`src/hdl/rain_trail_pixel_generator_defines.svh`:
```
// Assertion macros for the rain trail pixel generator.
// Depends on rtpg_pkg for the pipeline latency; expects clock and reset in scope.
`ifndef RAIN_TRAIL_PIXEL_GENERATOR_DEFINES_SVH
`define RAIN_TRAIL_PIXEL_GENERATOR_DEFINES_SVH

// Same-cycle implication, disabled during reset
`define RTPG_ASSERT_IMPLIES(label, ante, cons, msg) \
   label: assert property (@(posedge clock) disable iff (reset) (ante) |-> (cons)) \
      else $error(msg);

// Implication across the full pipeline latency
`define RTPG_ASSERT_LATENCY(label, ante, cons, msg) \
   label: assert property (@(posedge clock) disable iff (reset) \
      (ante) |-> ##(rtpg_pkg::PIPE_LATENCY) (cons)) else $error(msg);

`endif

```
`src/hdl/rtpg_pkg.sv`:
```
// Shared types, constants and stage functions of the rain trail pixel generator.
// No dependencies.
package rtpg_pkg;

   // Field widths
   localparam int ELAPSED_W = 64;
   localparam int PERIOD_W  = 32;
   localparam int TRAVEL_W  = 10;
   localparam int LEVEL_W   = 8;

   // Pipeline shape
   localparam int TICK_STAGES  = ELAPSED_W;
   localparam int PHASE_STAGES = 32;
   localparam int LEVEL_STAGES = LEVEL_W;
   localparam int HASH_STAGES  = 3;
   localparam int PIPE_LATENCY = 1 + HASH_STAGES + TICK_STAGES + 1 + LEVEL_STAGES + 1;

   // Parameter defaults
   localparam int PANEL_COUNT_DEF  = 4;
   localparam int PANEL_WIDTH_DEF  = 8;
   localparam int PANEL_HEIGHT_DEF = 8;

   // Mixer constants
   localparam logic [31:0] MIX_ADD  = 32'h9e37_79b9;
   localparam logic [31:0] MIX_MUL1 = 32'h7feb_352d;
   localparam logic [31:0] MIX_MUL2 = 32'h846c_a68b;

   // Register indexes
   localparam logic [7:0] REG_STEP_PERIOD = 8'd0;
   localparam logic [7:0] REG_TRAIL_ROWS  = 8'd1;
   localparam logic [7:0] REG_HEAD_LEVEL  = 8'd2;
   localparam logic [7:0] REG_GAP_LENGTH  = 8'd3;

   // Register reset values
   localparam logic [31:0] STEP_PERIOD_RST = 32'd50000;
   localparam logic [7:0]  TRAIL_ROWS_RST  = 8'd6;
   localparam logic [7:0]  HEAD_LEVEL_RST  = 8'd255;
   localparam logic [7:0]  GAP_LENGTH_RST  = 8'd8;

   // Item in the front end (input register and hash)
   typedef struct packed {
      logic                 valid;
      logic                 active;
      logic                 ok;
      logic [2:0]           row;
      logic [1:0]           divisor;
      logic [ELAPSED_W-1:0] elapsed;
      logic [31:0]          mix;
   } item_type;

   // Item in the tick divider
   typedef struct packed {
      logic                 valid;
      logic                 active;
      logic                 ok;
      logic [2:0]           row;
      logic [1:0]           divisor;
      logic [ELAPSED_W-1:0] dividend;
      logic [PERIOD_W-1:0]  rem;
      logic [1:0]           rdiv;
      logic [TRAVEL_W-1:0]  rtrav;
      logic [31:0]          seed;
      logic [TRAVEL_W-1:0]  rphase;
   } tick_stage_type;

   // Item in the level divider
   typedef struct packed {
      logic               valid;
      logic               ok;
      logic               lit;
      logic [LEVEL_W:0]   den;
      logic [LEVEL_W-1:0] num;
      logic [LEVEL_W:0]   rem;
      logic [LEVEL_W-1:0] quo;
   } level_stage_type;

   // Remainder of a 24-bit value by three: base-4 digit sums
   function automatic logic [1:0] mod3_24(input logic [23:0] x);
      logic [5:0] s;
      logic [3:0] r;
      s = '0;
      for (int i = 0; i < 12; i++) s = s + 6'(x[2*i +: 2]);
      r = 4'(s[1:0]) + 4'(s[3:2]) + 4'(s[5:4]);
      if (r >= 4'd9) r = r - 4'd9;
      if (r >= 4'd6) r = r - 4'd6;
      if (r >= 4'd3) r = r - 4'd3;
      return r[1:0];
   endfunction

   // One bit of elapsed/period, of tick/divisor, of (tick/divisor) mod travel,
   // and optionally one bit of seed mod travel
   function automatic tick_stage_type tick_step(input tick_stage_type s,
                                                input logic [PERIOD_W-1:0] period,
                                                input logic [TRAVEL_W-1:0] travel,
                                                input logic phase_en);
      tick_stage_type n;
      logic [PERIOD_W:0]   t;
      logic                q;
      logic [2:0]          t2;
      logic                qd;
      logic [TRAVEL_W:0]   t3;
      logic [TRAVEL_W:0]   t4;
      n = s;
      n.dividend = {s.dividend[ELAPSED_W-2:0], 1'b0};
      t = {s.rem, s.dividend[ELAPSED_W-1]};
      if (t >= {1'b0, period}) begin
         q = 1'b1;
         n.rem = PERIOD_W'(t - {1'b0, period});
      end else begin
         q = 1'b0;
         n.rem = t[PERIOD_W-1:0];
      end
      t2 = {s.rdiv, q};
      if (t2 >= {1'b0, s.divisor}) begin
         qd = 1'b1;
         n.rdiv = 2'(t2 - {1'b0, s.divisor});
      end else begin
         qd = 1'b0;
         n.rdiv = t2[1:0];
      end
      t3 = {s.rtrav, qd};
      if (t3 >= {1'b0, travel}) n.rtrav = TRAVEL_W'(t3 - {1'b0, travel});
      else n.rtrav = t3[TRAVEL_W-1:0];
      t4 = {s.rphase, s.seed[31]};
      if (phase_en) begin
         n.seed = {s.seed[30:0], 1'b0};
         if (t4 >= {1'b0, travel}) n.rphase = TRAVEL_W'(t4 - {1'b0, travel});
         else n.rphase = t4[TRAVEL_W-1:0];
      end
      return n;
   endfunction

   // One quotient bit of head_level / (dist + 1)
   function automatic level_stage_type level_step(input level_stage_type s);
      level_stage_type n;
      logic [LEVEL_W+1:0] t;
      logic               q;
      n = s;
      t = {s.rem, s.num[LEVEL_W-1]};
      if (t >= {1'b0, s.den}) begin
         q = 1'b1;
         n.rem = (LEVEL_W+1)'(t - {1'b0, s.den});
      end else begin
         q = 1'b0;
         n.rem = t[LEVEL_W:0];
      end
      n.num = {s.num[LEVEL_W-2:0], 1'b0};
      n.quo = {s.quo[LEVEL_W-2:0], q};
      return n;
   endfunction

endpackage

```
`src/hdl/rtpg_hash.sv`:
```
// Three-stage integer mixer giving each column's seed and speed divisor.
// Depends on rtpg_pkg.
module rtpg_hash (
   input  logic              clock,
   input  logic              reset,
   input  rtpg_pkg::item_type in_item,
   output rtpg_pkg::item_type out_item
);

   rtpg_pkg::item_type h1_ff, h1_in;
   rtpg_pkg::item_type h2_ff, h2_in;
   rtpg_pkg::item_type h3_ff, h3_in;
   logic [31:0] v1;
   logic [31:0] v2;
   logic [31:0] v3;

   // Add, fold, first multiply
   always_comb begin
      v1 = in_item.mix + rtpg_pkg::MIX_ADD;
      v1 = v1 ^ (v1 >> 16);
      h1_in = in_item;
      h1_in.mix = v1 * rtpg_pkg::MIX_MUL1;
   end

   // Fold, second multiply
   always_comb begin
      v2 = h1_ff.mix ^ (h1_ff.mix >> 15);
      h2_in = h1_ff;
      h2_in.mix = v2 * rtpg_pkg::MIX_MUL2;
   end

   // Final fold, speed divisor 1 to 3
   always_comb begin
      v3 = h2_ff.mix ^ (h2_ff.mix >> 16);
      h3_in = h2_ff;
      h3_in.mix = v3;
      h3_in.divisor = 2'd1 + rtpg_pkg::mod3_24(v3[31:8]);
   end

   always_ff @(posedge clock) begin
      h1_ff <= h1_in;
      h2_ff <= h2_in;
      h3_ff <= h3_in;
      if (reset) begin
         h1_ff.valid <= 1'b0;
         h2_ff.valid <= 1'b0;
         h3_ff.valid <= 1'b0;
      end
   end

   assign out_item = h3_ff;

endmodule

```
`config.mk`:
```
export PLATFORM = sky130hd
export DESIGN_NAME = rtpg_hash
export DESIGN_NICKNAME = d
export VERILOG_FILES = /design/src/hdl/rain_trail_pixel_generator_defines.svh /design/src/hdl/rtpg_pkg.sv /design/src/hdl/rtpg_hash.sv
export SDC_FILE = /design/constraint.sdc
export NUM_CORES = 1
export LEC_CHECK = 0
export BUFFER_PORTS_ARGS = -buffer_cell sky130_fd_sc_hd__buf_2
export CAP_MARGIN = 20
export CORE_MARGIN = 4
export CORE_UTILIZATION = 35
export DETAILED_ROUTE_END_ITERATION = 10
export PLACE_DENSITY_LB_ADDON = 0.2
export SYNTH_ARGS = -nofsm -noshare
export SYNTH_HDL_FRONTEND = slang
export SYNTH_SLANG_ARGS = --single-unit
```
`constraint.sdc`:
```
create_clock -name clock -period 11.1 [get_ports clock]
set_input_delay 1.665 -clock clock [delete_from_list [all_inputs] [get_ports clock]]
set_output_delay 1.665 -clock clock [all_outputs]
set_load 0.005 [all_outputs]
```
After elaboration in Yosys (flattened, before gate mapping)
Cells that the tools add are included.
Operators by class
  mux-type cells: 3
  magnitude comparators: 3
  multipliers: 2
  $add $sub $neg: 18
  bitwise gates (word level): 3
Operator list (number)
  $xor 32x16->32: 2
  $add 6x2->6: 7
  $add 32x32->32 const B: 1
  $mul 32x31->32 const B: 1
  $mul 32x32->32 const B: 1
  $xor 32x17->32: 1
  $add 3x2->4: 2
  $mux 4: 2
  $add 2x2->3: 2
  $add 5x2->6: 1
  $add 4x2->5: 1
  $ge 4x2->1 const B: 1
  $ge 4x3->1 const B: 1
  $ge 4x4->1 const B: 1
  $sub 4x3->4 const B: 1
  $sub 4x4->4 const B: 1
  $add 1x2->2 const A: 1
  $mux 2: 1
  $sub 2x2->2 const B: 1
Word-level totals
  output and inout bits: 104
  register bits after elaboration: 308
  logic and storage cells: 48
  input bits: 106

Depth between registers and ports, before layout
  depth in word-level cells: 21
  mapped depth: 35
  mapped depth without buffers: 35

Least setup slack after synthesis
OpenSTA, ideal clock, no wires.
  path kind: in2reg
  from: in in_item[0] (netlist bit)
  to: reg h1_ff[31] (netlist bit)
  required time: 10980 ps
  stages: 30
  slack: 829 ps
  arrival time: 10151 ps
  buffers on the path: 0
  library setup time: 120 ps
  cell sequence: ha_1 -> a2111oi_4 -> o21ai_1 -> and3_1 -> o21ai_1 -> nand2_1 -> o21ai_0 -> xor2_1 -> xnor2_1 -> clkinv_1 -> fa_1 -> inv_1 -> fa_1 -> fa_1 -> inv_1 -> fa_1 -> fa_1 -> fa_1 -> fa_1 -> fa_1 -> xnor2_1 -> xnor2_1 -> xnor2_1 -> xnor2_1 -> xnor2_1 -> xnor2_1 -> xnor2_1 -> xnor3_1 -> xnor3_1 -> xnor2_1
RTL lines
  from (decl): RTL line rtpg_hash.sv:6  | input rtpg_pkg::item_type in_item,
  to (signal assigned): RTL line rtpg_hash.sv:41  | h1_ff <= h1_in;
  to (decl): RTL line rtpg_hash.sv:10  | rtpg_pkg::item_type h1_ff, h1_in;

==> impl_metrics.csv <==
group,metric,value,unit
timing,finalHoldViolCount,0,
layout,fillers,7009,
floorplanning,io_pins,210,
job,maxCapViolCount,0,
grt,grt_usage,16.0,%
worst_setup_path,path_class,"input port to flop",
synthesis,yosysSeqAreaShare,24.6,%
synthesis,synth_most_common_cell,"inv_1",
hold_path,whs_endpoint,"h2_ff[51]",
layout,postLayoutCellArea,28400,um^2
layout,seqCellArea,6170,um^2
floorplanning,die_h,275,um
clock_tree,cts_tree,"built",
grt,antenna_found_initial,0,
clock_tree,post_cts_resized,0,
routing,avgViaCountPerCell,4.36,
timing,whs,0.322,ns
worst_setup_path,path_delay_family,"adder cells",
synthesis,syn_nets,3162,
synthesis,postSynth.asyncResetShare,0,%
placed_design,portBuffers,207,
clock_tree,post_cts_buffers,0,
synthesis,netlist_area,25000,um^2
worst_setup_path,endpoint_kind,"flop",
placed_design,dp_hpwl,52.1,mm
clock_tree,clock-sinks,308,
synthesis,ys_warn_count,0,
routing,wire_per_inst,16.9,um
worst_setup_path,worst_path_most_repeated_cell,"fa_1",
synthesis,synth.avg_cell_area,10.9,um^2
worst_setup_path,worstRegToRegCells,26,
synthesis,synth.distinct_cells,56,
timing,clock.fmax,99.3,MHz
layout,fin_nets,3441,
timing,rsz0062_at_grt,"false",
timing,drv_slew,0,
hold_path,min_from,"h1_ff[51]",
grt,grt_pass1_vias,17300,
routing,vias,15400,
timing,skew,0.0198,ns
layout,layout-drive-gt1-share,12.0,%
routing,routed_wl,59.5,mm
worst_setup_path,r2r_end,"h2_ff[31]",
routing,drc_errors,0,
clock_tree,ctsRootBufferMaster,"clkbuf_16",
clock_tree,clk-insertion-delay-late,0.56,ns
worst_setup_path,required,11.58,ns
layout,multi_input_area,16400,um^2
synthesis,synth_seq_cells,308,
grt,grt_max_degree,17,
worst_setup_path,max_stage_delay,0.78,ns
timing,relSlewSlack,27.2,%
floorplanning,num_rows,97,
worst_setup_path,worst_ep_arrival_time,10.55,ns
worst_setup_path,critPathBufInv,7,
routing,final_antenna_net_count,0,
layout,diodes,0,
clock_tree,cts_max_path_buffers,3,
routing,drt_iter0_drc,432,
worst_setup_path,reg2reg_from,"h1_ff[24]",
timing,setup_tns,0,ns
clock_tree,postCtsHoldBufs,0,
placed_design,gp_congestion,0.902,
hold_path,hp-class,"flop to flop",
timing,period_share,90.7,%
synthesis,ys.flop_type,"dfxtp_1",
status,status,"finished clean",
floorplanning,initial_core_util,35.5,%
layout,syn_to_final_growth,13.7,%
synthesis,synth_edf_count,0,
worst_setup_path,critical_path.max_fanout,6,
synthesis,syn_inst,2287,
worst_setup_path,reg2reg_slack,3.35,ns
synthesis,ys_top_cells_by_count,"662 x inv_1, 397 x ha_1, 372 x fa_1, 308 x dfxtp_1, 142 x xnor2_1",
timing,finalSetupViolCount,0,
grt,grt_pass1_wl,93.5,mm
clock_tree,path_clk_slew,0.06,ns
synthesis,synth.top_cell.area_share,29.8,%
floorplanning,die_x,275,um
floorplanning,design.die.area,75800,um^2
timing,worstMarginPinSlew,1.09,ns
placed_design,placed_cell_area,27500,um^2
worst_setup_path,setup.worst_path.start_class,"input port",
floorplanning,coreArea,70400,um^2
worst_setup_path,crit_start,"in_item[0]",
synthesis,ys_top_cells_by_area,"fa_1 30%, dfxtp_1 25%, ha_1 20%",
worst_setup_path,critPathSlowestCell,"xnor2_1",
synthesis,yosys.area.top_type,"fa_1",
timing,final.min_clock_period,10.07,ns
clock_tree,cts_buffers,28,
clock_tree,cts_max_level,1,
routing,first_pass_iters,5,
grt,grt_overflow,0,
hold_path,hold_depth,0,
-- flip-flops by register name (all words and copies together), names as in the netlist --
signal    count
out_item    104
h2_ff       102
h1_ff       102
-- logic make-up (layout without fill, tap and decap cells) --
group	after synthesis	after routing	share of synthesized area, %
flops	308	308	24.6
buf+inv	664	964	9.96
fa+ha+maj	769	769	49.6
compound gates	177	177	4.69
mux	1	1	0.0400
simple gates	141	141	2.78
xor+xnor	227	227	8.25
-- how the worst max path moves through the flow --
stage / endpoint / cells past startpoint / slack (ns)
floorplan: h1_ff[31] / 30 / 0.83
finish: h1_ff[30] / 32 / 1.03
detailed placement: h1_ff[30] / 32 / 0.36
global route: h1_ff[30] / 32 / 0.47
CTS: h1_ff[30] / 32 / 0.96
global placement: h1_ff[30] / 32 / 0.47
-- cell type report --
type                            instances  share of cell area [%]
Multi-Input combinational cell       1315                    57.5
Sequential cell                       308                    21.7
Inverter                              663                    8.75
Timing Repair Buffer                  250                    4.78
Tap cell                              940                    4.13
Clock buffer                           36                    2.67
Clock inverter                         15                   0.493
-- cells in the final DEF, fill, tap and decap left out, drive strengths merged, types with 4 or more instances in the layout --
| cell | n |
|---|---|
| nand2 | 34 |
| xor2 | 79 |
| a21o | 46 |
| a211oi | 4 |
| nor3 | 11 |
| o21a | 8 |
| fa | 372 |
| nand2b | 6 |
| xnor2 | 145 |
| dfxtp | 308 |
| and3 | 5 |
| nor2 | 41 |
| nand3 | 8 |
| o21ai | 33 |
| o21bai | 8 |
| nand4 | 4 |
| nor2b | 13 |
| clkinv | 9 |
| a21oi | 52 |
| inv | 665 |
| clkbuf | 36 |
| buf | 250 |
| ha | 397 |
| and2 | 8 |
-- layer usage --
metal / track usage, % / part of all wire [%] / vias up
li1: - / - / 7481
met1: 18.4 / 39 / 7552
met2: 30.4 / 53 / 263
met3: 1.33 / 2.9 / 92
met4: 6.59 / 4.5 / 0
met5: 0 / 0 / -
-- stage by stage --
| stage | worst slack [ns] | util (%) | cells |
|---|---|---|---|
| floorplan | 0.829 | - | 2287 |
| detailed placement | 0.362 | 39.1 | 3476 |
| global route | 0.471 | 40.4 | 3527 |
| finish | 1.03 | 40.4 | 3527 |
| global placement | 0.465 | 39.1 | 3476 |
| CTS | 0.959 | 40.4 | 3527 |
Power is not shown: default switching activity piles up to over one toggle a cycle in this logic, so the estimate is an artifact.
