**src/hdl/rain_trail_pixel_generator_defines.svh**
```systemverilog
// Assertion macros for the rain trail pixel generator.
// Depends on rtpg_pkg for the pipeline latency; expects clock and reset in scope.
`ifndef RAIN_TRAIL_PIXEL_GENERATOR_DEFINES_SVH
`define RAIN_TRAIL_PIXEL_GENERATOR_DEFINES_SVH

// Same-cycle implication, disabled during reset
`define RTPG_ASSERT_IMPLIES(label, ante, cons, msg) \
   label: assert property (@(posedge clock) disable iff (reset) (ante) |-> (cons)) \
      else $error(msg);

// Implication across the full pipeline latency
`define RTPG_ASSERT_LATENCY(label, ante, cons, msg) \
   label: assert property (@(posedge clock) disable iff (reset) \
      (ante) |-> ##(rtpg_pkg::PIPE_LATENCY) (cons)) else $error(msg);

`endif

```
**src/hdl/rtpg_pkg.sv**
```systemverilog
// Shared types, constants and stage functions of the rain trail pixel generator.
// No dependencies.
package rtpg_pkg;

   // Field widths
   localparam int ELAPSED_W = 64;
   localparam int PERIOD_W  = 32;
   localparam int TRAVEL_W  = 10;
   localparam int LEVEL_W   = 8;

   // Pipeline shape
   localparam int TICK_STAGES  = ELAPSED_W;
   localparam int PHASE_STAGES = 32;
   localparam int LEVEL_STAGES = LEVEL_W;
   localparam int HASH_STAGES  = 3;
   localparam int PIPE_LATENCY = 1 + HASH_STAGES + TICK_STAGES + 1 + LEVEL_STAGES + 1;

   // Parameter defaults
   localparam int PANEL_COUNT_DEF  = 4;
   localparam int PANEL_WIDTH_DEF  = 8;
   localparam int PANEL_HEIGHT_DEF = 8;

   // Mixer constants
   localparam logic [31:0] MIX_ADD  = 32'h9e37_79b9;
   localparam logic [31:0] MIX_MUL1 = 32'h7feb_352d;
   localparam logic [31:0] MIX_MUL2 = 32'h846c_a68b;

   // Register indexes
   localparam logic [7:0] REG_STEP_PERIOD = 8'd0;
   localparam logic [7:0] REG_TRAIL_ROWS  = 8'd1;
   localparam logic [7:0] REG_HEAD_LEVEL  = 8'd2;
   localparam logic [7:0] REG_GAP_LENGTH  = 8'd3;

   // Register reset values
   localparam logic [31:0] STEP_PERIOD_RST = 32'd50000;
   localparam logic [7:0]  TRAIL_ROWS_RST  = 8'd6;
   localparam logic [7:0]  HEAD_LEVEL_RST  = 8'd255;
   localparam logic [7:0]  GAP_LENGTH_RST  = 8'd8;

   // Item in the front end (input register and hash)
   typedef struct packed {
      logic                 valid;
      logic                 active;
      logic                 ok;
      logic [2:0]           row;
      logic [1:0]           divisor;
      logic [ELAPSED_W-1:0] elapsed;
      logic [31:0]          mix;
   } item_type;

   // Item in the tick divider
   typedef struct packed {
      logic                 valid;
      logic                 active;
      logic                 ok;
      logic [2:0]           row;
      logic [1:0]           divisor;
      logic [ELAPSED_W-1:0] dividend;
      logic [PERIOD_W-1:0]  rem;
      logic [1:0]           rdiv;
      logic [TRAVEL_W-1:0]  rtrav;
      logic [31:0]          seed;
      logic [TRAVEL_W-1:0]  rphase;
   } tick_stage_type;

   // Item in the level divider
   typedef struct packed {
      logic               valid;
      logic               ok;
      logic               lit;
      logic [LEVEL_W:0]   den;
      logic [LEVEL_W-1:0] num;
      logic [LEVEL_W:0]   rem;
      logic [LEVEL_W-1:0] quo;
   } level_stage_type;

   // Remainder of a 24-bit value by three: base-4 digit sums
   function automatic logic [1:0] mod3_24(input logic [23:0] x);
      logic [5:0] s;
      logic [3:0] r;
      s = '0;
      for (int i = 0; i < 12; i++) s = s + 6'(x[2*i +: 2]);
      r = 4'(s[1:0]) + 4'(s[3:2]) + 4'(s[5:4]);
      if (r >= 4'd9) r = r - 4'd9;
      if (r >= 4'd6) r = r - 4'd6;
      if (r >= 4'd3) r = r - 4'd3;
      return r[1:0];
   endfunction

   // One bit of elapsed/period, of tick/divisor, of (tick/divisor) mod travel,
   // and optionally one bit of seed mod travel
   function automatic tick_stage_type tick_step(input tick_stage_type s,
                                                input logic [PERIOD_W-1:0] period,
                                                input logic [TRAVEL_W-1:0] travel,
                                                input logic phase_en);
      tick_stage_type n;
      logic [PERIOD_W:0]   t;
      logic                q;
      logic [2:0]          t2;
      logic                qd;
      logic [TRAVEL_W:0]   t3;
      logic [TRAVEL_W:0]   t4;
      n = s;
      n.dividend = {s.dividend[ELAPSED_W-2:0], 1'b0};
      t = {s.rem, s.dividend[ELAPSED_W-1]};
      if (t >= {1'b0, period}) begin
         q = 1'b1;
         n.rem = PERIOD_W'(t - {1'b0, period});
      end else begin
         q = 1'b0;
         n.rem = t[PERIOD_W-1:0];
      end
      t2 = {s.rdiv, q};
      if (t2 >= {1'b0, s.divisor}) begin
         qd = 1'b1;
         n.rdiv = 2'(t2 - {1'b0, s.divisor});
      end else begin
         qd = 1'b0;
         n.rdiv = t2[1:0];
      end
      t3 = {s.rtrav, qd};
      if (t3 >= {1'b0, travel}) n.rtrav = TRAVEL_W'(t3 - {1'b0, travel});
      else n.rtrav = t3[TRAVEL_W-1:0];
      t4 = {s.rphase, s.seed[31]};
      if (phase_en) begin
         n.seed = {s.seed[30:0], 1'b0};
         if (t4 >= {1'b0, travel}) n.rphase = TRAVEL_W'(t4 - {1'b0, travel});
         else n.rphase = t4[TRAVEL_W-1:0];
      end
      return n;
   endfunction

   // One quotient bit of head_level / (dist + 1)
   function automatic level_stage_type level_step(input level_stage_type s);
      level_stage_type n;
      logic [LEVEL_W+1:0] t;
      logic               q;
      n = s;
      t = {s.rem, s.num[LEVEL_W-1]};
      if (t >= {1'b0, s.den}) begin
         q = 1'b1;
         n.rem = (LEVEL_W+1)'(t - {1'b0, s.den});
      end else begin
         q = 1'b0;
         n.rem = t[LEVEL_W:0];
      end
      n.num = {s.num[LEVEL_W-2:0], 1'b0};
      n.quo = {s.quo[LEVEL_W-2:0], q};
      return n;
   endfunction

endpackage

```
**src/hdl/rtpg_level.sv**
```systemverilog
// Head position, trail test and the green level divider with output register.
// Depends on rtpg_pkg.
module rtpg_level (
   input  logic                               clock,
   input  logic                               reset,
   input  rtpg_pkg::tick_stage_type           in_stage,
   input  logic [rtpg_pkg::TRAVEL_W-1:0]      travel,
   input  logic [7:0]                         trail_rows,
   input  logic [rtpg_pkg::LEVEL_W-1:0]       head_level,
   output logic                               out_valid,
   output logic [rtpg_pkg::LEVEL_W-1:0]       out_green,
   output logic                               out_lit,
   output logic                               out_ok
);

   localparam int N = rtpg_pkg::LEVEL_STAGES;

   logic [rtpg_pkg::TRAVEL_W:0]   sum;
   logic [rtpg_pkg::TRAVEL_W-1:0] head;
   logic [rtpg_pkg::TRAVEL_W:0]   diff;
   logic                          on_trail;
   rtpg_pkg::level_stage_type     l0_in;
   rtpg_pkg::level_stage_type     lv_ff [0:N];
   logic                          valid_ff;
   logic [rtpg_pkg::LEVEL_W-1:0]  green_ff, green_in;
   logic                          lit_ff;
   logic                          ok_ff;

   // Head row and distance behind it
   always_comb begin
      sum  = {1'b0, in_stage.rtrav} + {1'b0, in_stage.rphase};
      if (sum >= {1'b0, travel}) head = rtpg_pkg::TRAVEL_W'(sum - {1'b0, travel});
      else head = sum[rtpg_pkg::TRAVEL_W-1:0];
      diff = {1'b0, head} - {8'd0, in_stage.row};
      on_trail = in_stage.active && (head >= {7'd0, in_stage.row})
                 && (diff[rtpg_pkg::TRAVEL_W-1:0] <= {2'd0, trail_rows});
      l0_in.valid = in_stage.valid;
      l0_in.ok    = in_stage.ok;
      l0_in.lit   = on_trail;
      l0_in.den   = {1'b0, diff[rtpg_pkg::LEVEL_W-1:0]} + 9'd1;
      l0_in.num   = head_level;
      l0_in.rem   = '0;
      l0_in.quo   = '0;
   end

   always_ff @(posedge clock) begin
      lv_ff[0] <= l0_in;
      if (reset) lv_ff[0].valid <= 1'b0;
   end

   // Restoring division, one quotient bit per stage
   for (genvar j = 1; j <= N; j++) begin : g_div
      always_ff @(posedge clock) begin
         lv_ff[j] <= rtpg_pkg::level_step(lv_ff[j-1]);
         if (reset) lv_ff[j].valid <= 1'b0;
      end
   end

   // Floor lit pixels at one, drop unlit ones to dark
   always_comb begin
      if (!lv_ff[N].lit) green_in = '0;
      else if (lv_ff[N].quo == '0) green_in = rtpg_pkg::LEVEL_W'(1);
      else green_in = lv_ff[N].quo;
   end

   always_ff @(posedge clock) begin
      green_ff <= green_in;
      lit_ff   <= lv_ff[N].lit;
      ok_ff    <= lv_ff[N].ok;
      if (reset) valid_ff <= 1'b0;
      else valid_ff <= lv_ff[N].valid;
   end

   assign out_valid = valid_ff;
   assign out_green = green_ff;
   assign out_lit   = lit_ff;
   assign out_ok    = ok_ff;

endmodule

```
**config.mk**
```make
export PLATFORM = sky130hd
export DESIGN_NAME = rtpg_level
export DESIGN_NICKNAME = d
export VERILOG_FILES = /design/src/hdl/rain_trail_pixel_generator_defines.svh /design/src/hdl/rtpg_pkg.sv /design/src/hdl/rtpg_level.sv
export SDC_FILE = /design/constraint.sdc
export NUM_CORES = 1
export LEC_CHECK = 0
export ABC_AREA = 1
export BUFFER_PORTS_ARGS = -buffer_cell sky130_fd_sc_hd__buf_2
export CAP_MARGIN = 20
export CORE_MARGIN = 3
export CORE_UTILIZATION = 55
export CTS_CLUSTER_SIZE = 12
export DETAILED_ROUTE_END_ITERATION = 10
export GPL_ROUTABILITY_DRIVEN = 0
export GPL_TIMING_DRIVEN = 0
export PLACE_DENSITY_LB_ADDON = 0.12
export SLEW_MARGIN = 20
export SYNTH_ARGS = -nofsm -noshare
export SYNTH_HDL_FRONTEND = slang
export SYNTH_SLANG_ARGS = --single-unit
```
**constraint.sdc**
```tcl
create_clock -name clock -period 9.55 [get_ports clock]
set_clock_uncertainty 0.1 [all_clocks]
set_input_delay 1.91 -clock clock [delete_from_list [all_inputs] [get_ports clock]]
set_output_delay 1.91 -clock clock [all_outputs]
set_load 0.01 [all_outputs]
```
Yosys cells after proc, flatten, opt, wreduce, memory -nomap -nowiden. Memory sizes are Yosys's and may differ from the RTL's. Cells that the tools add are included.

Add/subtract/negate cells: 12. $lt $le $gt $ge: 11. Multiplexer cells: 29. Bitwise gates (word level): 10. Reductions and logical operators: 4.

Operators by type and width (number): $ge 10x9->1 (8); $mux 9 (8); $sub 9x9->9 (8); $mux 1 (20); $add 10x10->11 (1); $ge 11x10->1 (1); $ge 10x3->1 (1); $le 10x8->1 (1); $mux 10 (1); $sub 10x10->10 (1); $sub 10x3->10 (1); $add 8x1->9 const B (1); $or 1x1->1 const A (9); $logic_not 8->1 (1); $logic_and 1x1->1 (2); $reduce_or 2->1 (1); $not 1->1 (1).

Flip-flop bits (word level): 11. Bits in writable memories: 333. Bits of input ports: 186. Output and inout bits: 11. Word-level logic and storage cells: 72. Memories kept: 1.

Memory list: lv_ff (depth 9, width 37, read ports 9, clocked after Yosys merged registers in 0, wr ports 9, RTL line rtpg_level.sv:23) `rtpg_pkg::level_stage_type lv_ff [0:N];`.

Depth between registers and ports, before layout. Gate-level depths: netlist of run 1.

Depth after elaboration: 6. Depth in mapped cells: 38. Gate-level depth less buffers: 37.

Worst setup path before layout of run 1. No wires, ideal clock.

Kind: input -> register. From: in in_stage[0] (netlist name). To: mem lv_ff[0][34] (netlist name). Library setup time: 117 ps. Arrival time: 6506 ps. Required time: 9333 ps. Slack: 2827 ps. Stages: 37. Buffers on the path: 2. Cells stage by stage: ha_1 inv_1 fa_1 inv_1 nand2_1 nand3_1 a21oi_1 inv_1 nand2_1 nand2_1 inv_1 ha_1 nand2_2 nor2_4 nand3_2 nand4_2 nand2_4 nand2_8 buf_12 inv_1 or2_2 o21ai_0 inv_1 fa_1 nor2_1 inv_1 nand3_2 nand2_1 and2_1 buf_6 ha_1 nand4_1 o221ai_1 nand3_1 a32o_1 nand3_1 nor2_1.

RTL lines: from (decl) (RTL line rtpg_level.sv:6) `input rtpg_pkg::tick_stage_type in_stage,`; to (decl) (RTL line rtpg_level.sv:23).

==> impl_results.md, run 1 <==
* Run status: finished clean
* Post-route ant nets at 0
* Crit path required time at 9840 ps
* CTS sink count at 245
* Fin Setup TNS at 0 ps
* Dpl cell area at between 10000 and 15000 µm²
* Die ar. at 20300 µm²
* Post-route minimum period at 7210 ps
* Async SR Flop Fraction at 0%
* Final instance area at 11500 µm²
* CP peak stage delay at 420 ps
* Yosys top cell by area: dfxtp_1
* Final worst slack at 2340 ps
* CP Launch Type: input pin
* Register area share after synthesis at 48.0%
* Worst slew pin tran at between 500 and 600 ps
* Setup violations, final at 0
* Period utilisation layout at around 75%
* ANT cells at 0
* Worst rel slew slack at 64.5%
* Top cell type's share of synthesized area at 48.0%
* Synth area leaders: dfxtp_1, ha_1, inv_1, nand2_1, a21oi_1
* Total CTS buffers at 25
* Hold WC Path Type: register to register
* Starting Density at a little under three fifths
* Max-slew violations at 0
* Hold path startpoint: lv_ff[7][4]
* Max Cap Viol at 0
* Combinational Power Share at approximately 44%
* Initial antenna violation count at 0
* Worst Setup SP: in_stage[0]
* Die Y at 142 µm
* Pre-CTS setup slack at 1950 ps
* Vias in the first global route at 6589
* Clock Root Buffer: clkbuf_16
* Switching portion of total power at 37.6%
* I/O pins at between 150 and 200
* I/O Buffers at 63
* Routed wire length at 17100 µm
* Top FF cell, synth: dfxtp_1
* Max VDD drop at 0.224 mV
* Hold_buf cts at 0
* Seq pwr share at 36.2%
* Syn_area_per_cell at 8.95 µm²
* CTS-repair resized insts at 0
* Mapped Nets at 1435
* Final layout net count at 1525
* Reg2Reg Launch Point: lv_ff[6][24]
* Largest net degree at the start of global routing at 13
* Synthesized flop and latch total at 245
* Max clock buf depth at 3
* Post-synth EDFFs at 0
* PwrDens at 359 nW/µm²
* Clock share of power at 20.2%
* Worst path slowest cell: fa_1
* CTS tree: yes
* DR DRC count at 0
* DRT Pass-1 Iters at 4
* Crit path top cell by count: inv_1
* First-pass GRT wire length at 28800 µm
* Hpwl dp at about 14000 µm
* RSZ-0062 raised after global routing: false
* Clk slew on worst S/H paths at 60 ps
* Most frequent cells after synthesis: dfxtp_1, inv_1, nand2_1, nor2_1, a21oi_1
* Total net switching power at 1.56 mW
* Via count at slightly above 7000
* Mapped Area at 10200 µm²
* DRT iter0 DRCs at 257
* Gr ovfl total at 0
* Fraction of layout cells with a size suffix above 1 at between 10% and 20%
* Most numerous cell in the Yosys netlist: dfxtp_1
* Die Span X at 142 µm
* Crit. End Element: register
* Synth Instances at 1142
* FP Rows at 49
* Clock latency on the worst-skew pair at 500 ps
* Hold Fails Final Rpt at 0
* Setup Buffers After CTS at 0
* Crit path DAT at 7490 ps
* Post-layout power at 4.14 mW
* Post-synth cell types at 46
* Lkg Pwr at 5.78 nW
* Vias per inst at 4.81
* Yosys warns at 0
* Drt wl/cell at 11.7 µm
* All-layer global routing usage at 16.9%
* Htree depth at 1
* Setup Crit Path Kind: input pin to register
* Internal Power at around 2.6 mW
* Core area at 18100 µm²
* FMAX at 139 MHz
* Layout area overhead at 12.7%
* Max FO, Critical Path at 10
## final cells by class
type                    count  area, µm²
fillers                  1527       6560
multi-input cells         701       4540
repair buffers             63        315
plain buffers              11       73.8
inverters                 185        699
flip-flops and latches    245       4900
clock buffers              34        679
well taps                 229        287
clock inverters             3       21.3
## critical path, delay by kind of cell
family,cells,cell delay [ps]
simple gates,19,2120
fa+ha+maj,5,1730
buf+inv,10,980
compound gates,4,710
## worst paths after layout
check / end / slack, ps / cells past startpoint
setup / recovery: lv_ff[0][34] / 2340 / 38
hold / removal: lv_ff[8][5] / 220 / 0
setup reg to reg: lv_ff[7][13] / 6820 / 10
hold reg to reg: lv_ff[8][5] / 220 / 0
## per-layer routing
| metal | vias up | track usage [%] | routed length (µm) |
|---|---|---|---|
| li1 | 3813 | - | - |
| met1 | 3138 | 21.1 | 7820 |
| met2 | 86 | 29.9 | 8340 |
| met3 | 37 | 2.92 | 556 |
| met4 | 0 | 5.05 | 433 |
| met5 | - | 0 | 0 |
## stage by stage
step	utilization, %	hold slack [ps]	cells
after floorplan	-	210	1142
after global placement	59.8	210	1434
after detailed placement	59.8	212	1434
after CTS	63.7	223	1471
after global routing	63.7	225	1471
final	63.7	223	1471
## power groups by stage
stage          clock network, mW  logic (mW)  registers (mW)
2_1_floorplan                  0        1.45            1.47
3_3_place_gp                   0        1.75            1.52
3_5_place_dp                   0        1.80            1.52
4_1_cts                    0.861        1.81            1.50
5_1_grt                    0.904        2.08            1.53
6_report                   0.837        1.80            1.50
## sequential cells by signal, indices dropped and copies added (netlist names)
register	cells
out_lit	1
out_green	8
out_valid	1
out_ok	1
lv_ff	234
## cells by family (layout without fill, tap and decap cells)
logic type / after synthesis / in the layout / synth area share, %
flops: 245 / 245 / 48.0
fa+ha+maj: 107 / 107 / 13.8
compound gates: 168 / 168 / 9.22
buf+inv: 196 / 296 / 7.57
simple gates: 374 / 374 / 17.0
xor+xnor: 52 / 52 / 4.46
## layout by cell type, fill, tap and decap left out, types with 2 or more instances in the layout
cell	instances
buf_2	70
o21bai_1	3
nand2_1	159
nor3_1	9
dfxtp_1	245
nor4_1	4
nand2_4	4
a21oi_2	3
nand3_1	37
clkbuf_16	25
or2_2	6
fa_1	9
xor2_1	25
a211oi_1	6
o211ai_1	7
nand3b_1	3
nand3_4	2
a31oi_1	5
nor2_1	109
o21ai_0	27
nand2_2	13
o21ai_2	2
and2_1	2
clkbuf_1	9
nor2_2	4
nand4_1	6
clkbuf_8	2
inv_1	184
xnor2_1	27
a21oi_1	101
a21o_1	10
nor2_4	4
ha_1	98
nand3_2	5
Note: power is estimated with default switching activity, not from simulation.
==> run 2: changes to the inputs <==
- ABC_AREA: 1 -> 0
- clock period: 9.55 -> 7.11 ns (I/O delays scaled with it)
==> impl_results.md, run 2 <==
* Final worst slack at 308 ps (-2040 ps)
* Initial antenna violation count at 0 (unchanged)
* DRT Pass-1 Iters at 4 (unchanged)
* Syn_area_per_cell at 9.82 µm² (+9.7%)
* Crit path top cell by count: ha_1
* I/O Buffers at 64 (+1.6%)
* Crit path required time at 7430 ps (-2410 ps)
* PwrDens at 479 nW/µm² (+33%)
* Synth Instances at 1053 (-7.8%)
* Max FFs per register at 234 (unchanged)
* Post-route ant nets at 0 (unchanged)
* DRT iter0 DRCs at 303 (+18%)
* WHS Endpoint: lv_ff[5][34]
* Setup violations, final at 0 (unchanged)
* Fraction of layout cells with a size suffix above 1 at 13.0% (+0.96 points)
* M1 wire length at 8390 µm (+7.3%)
* FP Rows at 49 (unchanged)
* Gr ovfl total at 0 (unchanged)
* Mapped Area at 10300 µm² (+1.2%)
* Top cell type's share of synthesized area at 47.4% (-0.56 points)
* Post-synth cell types at 76 (+65%)
* FMAX at 147 MHz
* CP peak stage delay at 450 ps (+30 ps)
* Post-route minimum period at roughly 6800 ps
* Via count at 7081 (+0.099%)
* Top FF cell, synth: dfxtp_1
* Max VDD drop at 0.277 mV (+24%)
* Lkg Pwr at 5.50 nW (-4.8%)
* # fillers at 1525 (-0.13%)
* Core area at 18200 µm² (+0.68%)
* Crit. End Element: register
* Post-synth EDFFs at 0 (unchanged)
* Clk slew on worst S/H paths at 50 ps (about the same)
* Largest net degree at the start of global routing at 14 (+1)
* Register area share after synthesis at 47.4% (-0.56 points)
* Drt wl/cell at 13.1 µm (+12%)
* Most flops, register: lv_ff
* FF-to-FF End: lv_ff[4][8]
* Starting Density at 56.8% (+0.28 points)
* Total CTS buffers at 26 (+4.0%)
* Commonest non-fill, non-tap cell in the layout: dfxtp_1
* Clock latency on the worst-skew pair at 520 ps (+20 ps)
* Crit path DAT at 7130 ps (-360 ps)
* ANT cells at 0 (unchanged)
* Period utilisation layout at 95.7%
* Htree depth at 1 (unchanged)
* CTS sink count at 245 (unchanged)
* Vias per inst at 5.11 (+6.2%)
* Uppermost layer routed: met4
* Worst rel slew slack at 53.5% (-11 points)
* R2R Setup Slk at 4470 ps (-2350 ps)
* Max-slew violations at 0 (unchanged)
* Async SR Flop Fraction at 0% (unchanged)
* Die Y at 143 µm (+0.56%)
* Synth area leaders: dfxtp_1, ha_1, inv_1, a21oi_1, xnor2_1
* I/O pins at 197 (unchanged)
* Worst slew pin tran at 696 ps (+169 ps)
* Pre-CTS setup slack at -467 ps (-2420 ps)
* Max Cap Viol at 0 (unchanged)
* Die Span X at 143 µm (+0.56%)
* Hold WC Path Type: register to register
* Synthesized flop and latch total at 245 (unchanged)
* DR WL met2 at 8840 µm (+6.0%)
* Mapped Nets at 1346 (-6.2%)
* First-pass GRT wire length at 29700 µm (+3.1%)
* All-layer global routing usage at 17.6% (+0.70 points)
* Vias in the first global route at 6551 (-0.58%)
* Die ar. at 20500 µm² (+1.1%)
* Routed wire length at 18200 µm (+6.0%)
* Yosys top cell by area: dfxtp_1
* Max clock buf depth at 3 (unchanged)
* Hold path startpoint: lv_ff[4][34]
* Commonest cells after routing, fill and taps aside: dfxtp_1, inv_1, ha_1
* Yosys warns at 0 (unchanged)
* Multi-input logic area at 4940 µm² (+8.7%)
* Hpwl dp at 14000 µm (+3.7%)
* Most frequent cells after synthesis: dfxtp_1, inv_1, ha_1, a21oi_1, nor2_1
* Final layout net count at 1441 (-5.5%)
* RSZ-0062 raised after global routing: false
* Clock Root Buffer: clkbuf_16
* Worst hold stages at 0 (unchanged)
* Fin Setup TNS at 0 ps (unchanged)
* DR DRC count at 0 (unchanged)
* Max FO, Critical Path at 10 (unchanged)
* Post-layout power at 5.66 mW (+37%)
* Layout area overhead at 14.3%
* CP Launch Type: input pin
* Reg2Reg Launch Point: lv_ff[3][24]
* Register Area at 4900 µm² (unchanged)
* Met3 WL at 544 µm (-2.2%)
* Hold_buf cts at 0 (unchanged)
* Most numerous cell in the Yosys netlist: dfxtp_1
* Hold Fails Final Rpt at 0 (unchanged)
* Run status: finished clean
* Setup Crit Path Kind: input pin to register
* Worst reg-to-reg path cell count at 10 (unchanged)
* Worst path slowest cell: fa_1
* CTS tree: yes
-- run 2: cell count changes after synthesis, moves of 12 or more --
cell / before / now
nand2_2: 13 / 1
nand4_1: 6 / 18
nor2b_1: 0 / 34
inv_1: 184 / 139
nand2_1: 159 / 52
nor2_1: 109 / 72
nand3_1: 37 / 16
a21oi_1: 101 / 86
-- run 2: cell type report --
type / count / area share [%]
clock inverter: 8 / 0.889
buffer: 9 / 0.371
clock buffer: 30 / 5.72
multi-input combinational: 660 / 41.8
sequential: 245 / 41.5
inverter: 139 / 4.42
tap: 229 / 2.42
timing repair buffer: 67 / 2.90
-- run 2: repair_timing --
action                                  4_1_cts  5_1_grt
endpoints found under the setup margin        0        2
buffers inserted                              0        3
gates resized for setup                       0       13
-- run 2: how the worst max path moves through the flow --
stage	from	endpoint	slack (ps)	cells after the start
2_1_floorplan	in_stage[0]	lv_ff[0][34]	420	26
3_3_place_gp	in_stage[0]	lv_ff[0][34]	-400	28
3_5_place_dp	in_stage[0]	lv_ff[0][34]	-470	27
4_1_cts	in_stage[0]	lv_ff[0][34]	30	27
5_1_grt	in_stage[0]	lv_ff[0][34]	5	29
6_report	in_stage[0]	lv_ff[0][34]	310	29
-- run 2: cells by family after synthesis --
kind of cell / after synthesis / share of synthesized area [%]
AND/OR/NAND/NOR: 275 / 14.0
flip-flops: 245 / 47.4
AO/OA/AOI/OAI: 213 / 13.6
buffers and inverters: 148 / 5.46
adder cells (fa/ha/maj): 107 / 13.6
XOR/XNOR: 55 / 4.73
multiplexers: 10 / 1.11
-- run 2: where the power goes --
group | internal, mW | switching, mW | total (mW)
Sequential | 1.82 | 0.206 | 2.02
Combinational | 1.08 | 1.33 | 2.40
Clock | 0.742 | 0.489 | 1.23
-- run 2: stage by stage --
stage / std cells / util [%] / cell area [µm²] / hold WS, ps
floorplan: 1053 / - / 10300 / 210
global placement: 1346 / 60.1 / 10900 / 210
detailed placement: 1346 / 60.1 / 10900 / 212
CTS: 1384 / 64.4 / 11700 / 210
global route: 1387 / 64.9 / 11800 / 223
finish: 1387 / 64.9 / 11800 / 213
-- run 2: critical path, delay by kind of cell --
kind | cells | cell delay (ps)
buffers and inverters | 4 | 440
adders and majority gates | 6 | 1910
and+or+nand+nor | 6 | 1140
AOI/OAI and AO/OA | 10 | 1570
xor gates and xnor gates | 2 | 360
muxes | 1 | 250
-- run 2: layer usage --
metal	vias to the layer above	GRT usage, %
li1	3758	-
met1	3172	22.6
met2	121	30.4
met3	30	2.41
met4	0	6.00
met5	-	0
==> run 3: changes to the inputs <==
- CTS_BUF_LIST: not set -> sky130_fd_sc_hd__clkbuf_4
- clock period: 7.11 -> 6.5 ns (I/O delays scaled with it)
==> impl_results.md, run 3 (synthesis gave the netlist of run 2 again) <==
* Vias in the first global route at 6912 (+5.5%)
* Clk slew on worst S/H paths at 70 ps (+20 ps)
* Core area at 18200 µm² (unchanged)
* M1 wire length at 8380 µm (about the same)
* Crit. End Element: register
* Most flops, register: lv_ff
* Clock Root Buffer: clkbuf_4
* Clock latency on the worst-skew pair at 640 ps (+120 ps)
* Crit path required time at 6940 ps (-490 ps)
* Final non-filler cell total at 1458 (+5.1%)
* Starting Density at 56.8% (unchanged)
* Dpl cell area at 11000 µm² (+0.19%)
* Worst slew pin tran at 654 ps (-42.4 ps)
* Fraction of layout cells with a size suffix above 1 at 18.4% (+5.4 points)
* Vias per inst at 5.02 (-1.7%)
* CP bufs+invs at 4 (unchanged)
* CTS tree: yes
* Run status: finished clean
* Routed wire length at 18300 µm (+0.54%)
* Max-slew violations at 0 (unchanged)
* Placed cell count at 1346 (unchanged)
* Max FO, Critical Path at 10 (unchanged)
* Layout area overhead at 14.8%
* Die Y at 143 µm (unchanged)
* Gr ovfl total at 0 (unchanged)
* Post-route ant nets at 0 (unchanged)
* Post-route minimum period at 6230 ps
* Cell family with most CP delay: adder cells
* CTS sink count at 245 (unchanged)
* Die Span X at 143 µm (unchanged)
* Worst rel slew slack at 56.3% (+2.8 points)
* Final layout net count at 1481 (+2.8%)
* Uppermost layer routed: met4
* Post-layout power at 6.01 mW (+6.3%)
* Met3 WL at 639 µm (+17%)
* Largest net degree at the start of global routing at 17 (+3)
* PwrDens at 507 nW/µm² (+5.8%)
* Crit path DAT at 6660 ps (-470 ps)
* I/O pins at 197 (unchanged)
* # fillers at 1563 (+2.5%)
* Max VDD drop at 0.256 mV (-7.8%)
* First-pass GRT wire length at 30100 µm (+1.5%)
* Hold WC Path Type: register to register
* Total CTS buffers at 58 (+120%)
* Max clock buf depth at 3 (unchanged)
* Commonest non-fill, non-tap cell in the layout: dfxtp_1
* Die ar. at 20500 µm² (unchanged)
* Hpwl dp at 14100 µm (+0.80%)
* Setup Crit Path Kind: input pin to register
* Htree depth at 2 (+1)
* Initial antenna violation count at 1 (+1)
* Final instance area at 11900 µm² (+0.42%)
* DR WL met2 at 8930 µm (+1.0%)
* Period utilisation layout at between 90% and 100%
* Hold Fails Final Rpt at 0 (unchanged)
* Commonest cells after routing, fill and taps aside: dfxtp_1, inv_1, ha_1
* Max FFs per register at 234 (unchanged)
* Worst path slowest cell: fa_2
* DRT iter0 DRCs at 313 (+3.3%)
* All-layer global routing usage at 17.8% (+0.24 points)
* Via count at 7316 (+3.3%)
* Drt wl/cell at 12.5 µm (-4.4%)
* CP peak stage delay at 410 ps (-40 ps)
* DRT Pass-1 Iters at 4 (unchanged)
* FMAX at 161 MHz
* Hold WS at 213 ps (-0.547 ps)
* I/O Buffers at 64 (unchanged)
* CP Launch Type: input pin
* FP Rows at 49 (unchanged)
* Lkg Pwr at 5.59 nW (+1.6%)
* DR DRC count at 0 (unchanged)
* Max Cap Viol at 0 (unchanged)
* Setup violations, final at 0 (unchanged)
[run 3: metal layers]
metal / track usage (%) / up-vias
met5: 0 / -
met4: 6.45 / 0
met3: 3.82 / 23
met2: 30.9 / 119
met1: 21.8 / 3288
li1: - / 3886
[run 3: power by group]
group | switching, mW | total (mW) | internal, mW | leakage [nW]
logic | 1.45 | 2.67 | 1.22 | 3.12
registers | 0.227 | 2.21 | 1.99 | 2.04
clock network | 0.537 | 1.13 | 0.593 | 0.426
total | 2.22 | 6.01 | 3.80 | 5.59
[run 3: worst paths after layout]
check,from,depth (start not counted),slack [ps],to
worst max-delay path,in_stage[0],29,270,lv_ff[0][34]
worst min-delay path,lv_ff[2][23],0,210,lv_ff[3][24]
worst max register to register,lv_ff[3][24],10,3870,lv_ff[4][8]
worst min register to register,lv_ff[2][23],0,210,lv_ff[3][24]
[run 3: final cells by class]
type	instances	area [µm²]	share of cell area [%]
multi-input combinational	660	5000	42.1
sequential	245	4900	41.3
clock buffer	84	631	5.31
inverter	139	522	4.40
timing repair buffer	75	403	3.40
tap	229	287	2.41
clock inverter	16	75.1	0.633
buffer	9	46.3	0.390
antenna	1	2.50	0.0211
[run 3: through the flow]
step | TNS [ps] | worst slack, ps | utilization, %
floorplan | 0 | 0.896 | -
global placement | -2220 | -856 | 60.2
detailed placement | -2370 | -895 | 60.2
CTS | 0 | 56.4 | 64.3
global route | -37.5 | -37.5 | 65.2
finish | 0 | 274 | 65.2
[run 3: timing repair]
| action | CTS | global route |
|---|---|---|
| pin swaps | 0 | 9 |
| gates cloned | 0 | 0 |
| endpoints found under the setup margin | 1 | 1 |
| buffers inserted | 1 | 10 |
| gates resized for setup | 7 | 18 |
| hold buffers | 0 | 0 |
